$ cat src/hw/rtl/compacting_key_list_defines.svh
// ---------------------------------------------------------------------------
// Compacting key list assertion macros
// Shared forms for the concurrent checks of the key list.
// ---------------------------------------------------------------------------
`ifndef COMPACTING_KEY_LIST_DEFINES_SVH
`define COMPACTING_KEY_LIST_DEFINES_SVH

// The condition implies the check in the same cycle.
`define CKL_ASSERT_NOW(label, cond, check, msg) \
  label: assert property (@(posedge clk) disable iff (rst) (cond) |-> (check)) \
    else $error(msg);

// The condition implies the check in the next cycle.
`define CKL_ASSERT_NEXT(label, cond, check, msg) \
  label: assert property (@(posedge clk) disable iff (rst) (cond) |=> (check)) \
    else $error(msg);

`endif

$ cat src/hw/rtl/ckl_pkg.sv
// ---------------------------------------------------------------------------
// Compacting key list package
// Word types and command and status codes for the key list.
// ---------------------------------------------------------------------------
`timescale 1ns / 1ps

package ckl_pkg;

  localparam int KEY_W   = 64;
  localparam int POS_W   = 4;
  localparam int COUNT_W = 5;

  localparam logic [1:0] CMD_INSERT = 2'd0;
  localparam logic [1:0] CMD_REMOVE = 2'd1;
  localparam logic [1:0] CMD_READ   = 2'd2;
  localparam logic [1:0] CMD_CLEAR  = 2'd3;

  localparam logic [1:0] ST_DONE      = 2'd0;
  localparam logic [1:0] ST_FULL      = 2'd1;
  localparam logic [1:0] ST_MISS      = 2'd2;
  localparam logic [1:0] ST_BAD_INDEX = 2'd3;

  typedef struct packed {
    logic [1:0]       command;
    logic [KEY_W-1:0] key;
    logic [POS_W-1:0] position;
  } ckl_cmd_t;

  typedef struct packed {
    logic [1:0]         status;
    logic [KEY_W-1:0]   read_key;
    logic [COUNT_W-1:0] count;
  } ckl_rsp_t;

endpackage

$ cat src/hw/rtl/compacting_key_list.sv
// ---------------------------------------------------------------------------
// Compacting key list
// Fixed-capacity ordered list of keys with append, remove with compaction,
// indexed read and clear.
// ---------------------------------------------------------------------------
//
//   channel   words      handshake          direction
//   cmd       ckl_cmd_t  cmd_valid/cmd_stall  into the block
//   rsp       ckl_rsp_t  rsp_valid/rsp_stall  out of the block
//
// Insert and clear go from idle straight to the finish state, a read that hits
// passes through the read state first, and a refused read or a remove from an
// empty list goes straight to finish. A remove from a non-empty list scans every
// entry in the remove state: the single memory read port fetches one entry a
// cycle for the compare, and the write port moves each later entry down.
// Reset clears the fill count at once; the entry memory is not cleared.
// A command is taken only while idle; a waiting response holds in the output
// register while the next command is taken and worked on.
`timescale 1ns / 1ps

module compacting_key_list #(
  parameter int CAPACITY = 16,
  parameter int KEY_BITS = 64
) (
  input  logic             clk,
  input  logic             rst,
  input  logic             cmd_valid,
  output logic             cmd_stall,
  input  ckl_pkg::ckl_cmd_t cmd,
  output logic             rsp_valid,
  input  logic             rsp_stall,
  output ckl_pkg::ckl_rsp_t rsp
);

  import ckl_pkg::*;

  localparam int IDX_W = (CAPACITY > 1) ? $clog2(CAPACITY) : 1;
  localparam int CNT_W = $clog2(CAPACITY + 1);
  localparam int CMP_W = (CNT_W > POS_W) ? CNT_W : POS_W;
  localparam int EXT_W = (CNT_W > COUNT_W) ? CNT_W : COUNT_W;

  typedef enum logic [1:0] {
    S_IDLE,
    S_READ,
    S_REMOVE,
    S_FINISH
  } state_t;

  state_t              state;
  logic [CNT_W-1:0]    count;
  logic [KEY_BITS-1:0] key_r;
  logic [CNT_W-1:0]    scan;
  logic                dat_ok;
  logic [IDX_W-1:0]    dat_idx;
  logic                found;
  logic [1:0]          pend_status;
  logic [KEY_BITS-1:0] pend_key;

  logic [KEY_BITS-1:0] mem [CAPACITY];
  logic [KEY_BITS-1:0] rd_data;
  logic [IDX_W-1:0]    rd_addr;
  logic                wr_en;
  logic [IDX_W-1:0]    wr_addr;
  logic [KEY_BITS-1:0] wr_data;

  logic                accept;
  logic [KEY_BITS-1:0] cmd_key;
  logic [CMP_W-1:0]    pos_ext;
  logic [CMP_W-1:0]    cnt_cmp;
  logic [EXT_W-1:0]    cnt_out;
  logic                full;
  logic                issue;
  logic                match;
  logic                last;

  assign accept    = cmd_valid && !cmd_stall;
  assign cmd_stall = (state != S_IDLE);
  assign cmd_key   = cmd.key[KEY_BITS-1:0];
  assign pos_ext   = CMP_W'(cmd.position);
  assign cnt_cmp   = CMP_W'(count);
  assign cnt_out   = EXT_W'(count);
  assign full      = (count >= CNT_W'(CAPACITY));
  assign issue     = (scan < count);
  assign match     = (rd_data == key_r);
  assign last      = (CNT_W'(dat_idx) == (count - CNT_W'(1)));

  always_comb begin
    rd_addr = scan[IDX_W-1:0];
    wr_en   = 1'b0;
    wr_addr = count[IDX_W-1:0];
    wr_data = cmd_key;
    if (state == S_IDLE) begin
      rd_addr = pos_ext[IDX_W-1:0];
      wr_en   = accept && (cmd.command == CMD_INSERT) && !full;
    end else if (state == S_REMOVE) begin
      wr_en   = dat_ok && found;
      wr_addr = dat_idx - IDX_W'(1);
      wr_data = rd_data;
    end
  end

  always_ff @(posedge clk) begin
    if (wr_en) begin
      mem[wr_addr] <= wr_data;
    end
    rd_data <= mem[rd_addr];
  end

  always_ff @(posedge clk) begin
    if (rst) begin
      state     <= S_IDLE;
      count     <= '0;
      rsp_valid <= 1'b0;
    end else begin
      if (rsp_valid && !rsp_stall && state != S_FINISH) begin
        rsp_valid <= 1'b0;
      end
      unique case (state)
        S_IDLE: begin
          pend_key <= '0;
          scan     <= '0;
          dat_ok   <= 1'b0;
          found    <= 1'b0;
          key_r    <= cmd_key;
          if (accept) begin
            unique case (cmd.command)
              CMD_INSERT: begin
                state <= S_FINISH;
                if (full) begin
                  pend_status <= ST_FULL;
                end else begin
                  pend_status <= ST_DONE;
                  count       <= count + CNT_W'(1);
                end
              end
              CMD_REMOVE: begin
                if (count == '0) begin
                  pend_status <= ST_MISS;
                  state       <= S_FINISH;
                end else begin
                  state <= S_REMOVE;
                end
              end
              CMD_READ: begin
                if (count == '0) begin
                  pend_status <= ST_MISS;
                  state       <= S_FINISH;
                end else if (pos_ext >= cnt_cmp) begin
                  pend_status <= ST_BAD_INDEX;
                  state       <= S_FINISH;
                end else begin
                  state <= S_READ;
                end
              end
              default: begin
                count       <= '0;
                pend_status <= ST_DONE;
                state       <= S_FINISH;
              end
            endcase
          end
        end
        S_READ: begin
          pend_status <= ST_DONE;
          pend_key    <= rd_data;
          state       <= S_FINISH;
        end
        S_REMOVE: begin
          dat_ok  <= issue;
          dat_idx <= scan[IDX_W-1:0];
          if (issue) begin
            scan <= scan + CNT_W'(1);
          end
          if (dat_ok && !found && match) begin
            found <= 1'b1;
          end
          if (dat_ok && last) begin
            state <= S_FINISH;
            if (found || match) begin
              pend_status <= ST_DONE;
              count       <= count - CNT_W'(1);
            end else begin
              pend_status <= ST_MISS;
            end
          end
        end
        default: begin
          if (!rsp_valid || !rsp_stall) begin
            rsp_valid    <= 1'b1;
            rsp.status   <= pend_status;
            rsp.read_key <= KEY_W'(pend_key);
            rsp.count    <= cnt_out[COUNT_W-1:0];
            state        <= S_IDLE;
          end
        end
      endcase
    end
  end

`include "compacting_key_list_defines.svh"

  `CKL_ASSERT_NOW(a_count_bound, 1'b1, count <= CNT_W'(CAPACITY), "fill count above capacity")
  `CKL_ASSERT_NEXT(a_insert_grows, accept && cmd.command == CMD_INSERT && !full, count == $past(count) + CNT_W'(1), "insert did not grow the list")
  `CKL_ASSERT_NOW(a_full_count, rsp_valid && rsp.status == ST_FULL, rsp.count == COUNT_W'(CAPACITY), "full status with a list that is not full")
  `CKL_ASSERT_NOW(a_key_on_done, rsp_valid && rsp.read_key != '0, rsp.status == ST_DONE, "read key on a failed command")

endmodule

$ cat config.mk
export PLATFORM = sky130hd
export DESIGN_NAME = compacting_key_list
export DESIGN_NICKNAME = d
export VERILOG_FILES = /design/src/hw/rtl/ckl_pkg.sv /design/src/hw/rtl/compacting_key_list.sv
export VERILOG_INCLUDE_DIRS = /design/src /design/src/hw/rtl
export SDC_FILE = /design/constraint.sdc
export NUM_CORES = 2
export LEC_CHECK = 0
export ABC_AREA = 1
export BUFFER_PORTS_ARGS = -buffer_cell sky130_fd_sc_hd__buf_2
export CAP_MARGIN = 20
export CORE_UTILIZATION = 50
export DETAILED_ROUTE_END_ITERATION = 10
export GPL_TIMING_DRIVEN = 0
export HOLD_SLACK_MARGIN = 0.15
export PLACE_DENSITY = 0.72
export SLEW_MARGIN = 30
export SYNTH_ARGS = -nofsm -noshare
export SYNTH_HDL_FRONTEND = slang
export SYNTH_SLANG_ARGS = --single-unit
export TNS_END_PERCENT = 30
$ cat constraint.sdc
create_clock -name clk -period 4.6 [get_ports clk]
set_input_delay 0.23 -clock clk [delete_from_list [all_inputs] [get_ports clk]]
set_output_delay 0.23 -clock clk [all_outputs]
set_load 0.05 [all_outputs]
==> key figures <==
Clock network
  – Worst-Skew Late Latency: 0.75 ns
  – CTS Sinks: 1,308
  – CTS Buf Count: 134
  – CTS tree: yes
  – Max clock buf depth: 3
  – H-tree levels: 4
  – PostCTS Resize Cnt: 0
  – Root buf cell: clkbuf_16
  – Reg clk slew, reported paths: 0.06 ns

Worst setup path
  – Crit-path max FO: 15
  – CP cell instances: inv_1 > ha_1 > clkbuf_1 > inv_1 > nor2_2 > inv_1 > clkbuf_2 > nand2_1 > nand2_1 > inv_1 > nand2_1 > nor2_4 > buf_16 > buf_16
  – Slowest library cell on the worst path: nor2_4
  – CP startpoint kind: flip-flop
  – Most frequent CP cell: inv_1
  – Crit end category: flip-flop
  – CP required: 5.03 ns
  – Critical path data arrival time: 4.67 ns
  – Crit path largest cell delay: 0.59 ns
  – WP buf/inv: 8
  – Delay-heaviest family, CP: buffers and inverters
  – Worst Path Class, Setup: flip-flop to flip-flop

Drt
  – ANT nets after route: 0
  – DRC viols: 0
  – Routed WL: 151,700 um
  – Vias per cell: 5.768
  – Initial DRC count: 5,593
  – TritonRoute pass-1 iters: 8
  – Routed WL per cell: 23.96 um
  – Vias: 36,518

Logic synthesis
  – Most used DFF post-synth: edfxtp_1
  – Asr flop ratio synth: 0
  – Syn Area/Cell: 12.03 um2
  – Number of synthesized flops with an enable pin: 1,236
  – Post-synthesis cell count: 4,381
  – Ys Warns: 0
  – Syn_nets: 4,477
  – Post-Syn Area: 0.05268 mm2
  – #FFs+latches synth: 1,308
  – Register area share after synthesis: 0.7319
  – Distinct cells, synth: 30

Timing
  – Slew Limit Fails: 0
  – Period minus WS final: 4.238 ns
  – Final Hold Viols: 0
  – Slew @ Worst Pin: 1.104 ns
  – Sum Neg Setup Slack: 0 ns
  – Final Skew: 0.03060 ns
  – WHS: 0.2109 ns
  – FMAX: 0.2359 GHz
  – RSZ-0062 raised after global routing: no
  – Fin crit share: 0.9214
  – Final setup margin: 0.3617 ns
  – Relative slew slack: 0.2640
  – Final setup fails: 0

GRT
  – First-pass GRT wire length: 220,800 um
  – Vias in the first global route: 35,296
  – Antenna violations before repair: 4
  – Gr usage total: 0.2815
  – Largest net degree at the start of global routing: 20
  – Total global routing overflow: 0

Floorplanning
  – Die height: 326.6 um
  – Die ar.: 0.1067 mm2
  – Placement Rows: 118
  – Starting density of the core: 0.5069
  – Io pins: 147
  – Core Box Area: 0.1039 mm2
  – Die W: 326.6 um

Placed design
  – HPWL Detailed: 100,700 um
  – PortBufs: 145
  – Area post-placement: 0.05760 mm2
  – Placed Instances: 6,009
  – Placement Setup Slack: 0.1224 ns
  – Gpl congestion: 0.8722

Job
  – Number of max-cap violations: 0

Pwr
  – Leak: 24.50 nW
  – Final Power: 38.58 mW
  – Worst IR Drop VDD: 0.5126 mV
  – Pwr dens: 614.9 mW/mm2

Cells and area
  – Final std cells w/o fill: 6,331
  – Area grow syn2layout: 19.11%
  – Most common cell after layout, fill and taps aside: edfxtp_1
  – Layout Cell Area excl Fill: 0.06275 mm2
  – Number of fill cells: 7,780
  – Fraction of layout instances using a drive strength above 1: 0.1187
  – Commonest cells after routing, fill and taps aside: 1,236 x edfxtp_1, 725 x inv_1, 720 x nand2_1
  – Core Util, Final: 0.6037
  – Nets: 4,934

Hold path
  – Worst Hold Class: primary input to flip-flop

Run status
  – Status: completed
==> Yosys cell counts, drive strengths merged (2+ instances only) <==
cell type | instances | area share
edfxtp | 1236 | 0.70
buf | 118 | 0.011
nor2 | 91 | 0.0065
o221ai | 53 | 0.0088
inv | 727 | 0.052
o21ai | 424 | 0.040
a21oi | 368 | 0.035
xnor2 | 4 | 0.00066
o22ai | 4 | 0.00047
nand4 | 5 | 0.00059
nand2 | 720 | 0.051
dfxtp | 72 | 0.027
nor3 | 2 | 0.00019
nand3 | 243 | 0.023
xor2 | 15 | 0.0025
clkbuf | 118 | 0.0084
a211oi | 2 | 0.00028
ha | 22 | 0.0052
o211ai | 152 | 0.022
==> what timing repair did <==
action,in CTS,in global routing
hold buffers,72,0
setup endpoints to repair,0,21
endpoints found under the hold margin,398,0
buffers inserted,0,1
==> report_power, final <==
part / leakage (nW) / total [mW] / switching (mW) / internal [mW]
sequential: 11.8 / 15.3 / 0.564 / 14.7
clock: 2.12 / 10.9 / 4.58 / 6.29
combinational: 10.5 / 12.4 / 9.25 / 3.20
total: 24.5 / 38.6 / 14.4 / 24.2
==> layout make-up <==
class	count	area, um2	area share
repair buffers	321	3720	0.05928
inverters	727	2729	0.04349
diodes	4	10.01	0.0001595
multi-input cells	2110	10650	0.1697
clock inverters	64	654.4	0.01043
clock buffers	181	3697	0.05892
flip-flops and latches	1308	38560	0.6144
well taps	1380	1727	0.02752
plain buffers	236	1011	0.01611
==> worst reg2reg max path, stage by stage (launching register included) <==
cell      delay, ns
dfxtp_1        0.35
inv_1          0.10
ha_1           0.19
clkbuf_1       0.34
inv_1          0.14
nor2_2         0.34
inv_1          0.23
clkbuf_2       0.46
nand2_1        0.23
nand2_1        0.12
inv_1          0.10
nand2_1        0.27
nor2_4         0.60
buf_16         0.25
buf_16         0.21
==> registers in the layout (all words and copies together) (netlist names) <==
signal and count:
key_r 64, found 1, rd_data 64, dat_ok 1, pend_status 2, cnt_cmp 5
scan 5, rsp_valid 1, rsp 71, state 2, pend_key 64, mem 1024
dat_idx 4
==> routing by layer <==
layer  up-vias  track usage  routed length (um)
met5         -            0                  13
met1     17457       0.3730               55740
met3       454      0.04858               17120
met4         2       0.1421                7196
met2      2490       0.4498               71620
li1      16115            -                   -
==> logic make-up after synthesis <==
| logic type | share of synthesized area |
|---|---|
| buf+inv | 0.07080 |
| flops | 0.7319 |
| simple gates | 0.08182 |
| compound gates | 0.1071 |
| xor+xnor | 0.003159 |
| fa+ha+maj | 0.005225 |
==> path summary, 6_finish.rpt <==
check,from,endpoint,slack [ns],cells past startpoint
max,state[0],mem[4][63],0.36,14
min,cmd[56],key_r[52],0.21,2
max reg2reg,state[0],mem[4][63],0.36,14
min reg2reg,pend_key[47],rsp[52],0.40,0
(Power assumes the default switching activity.)
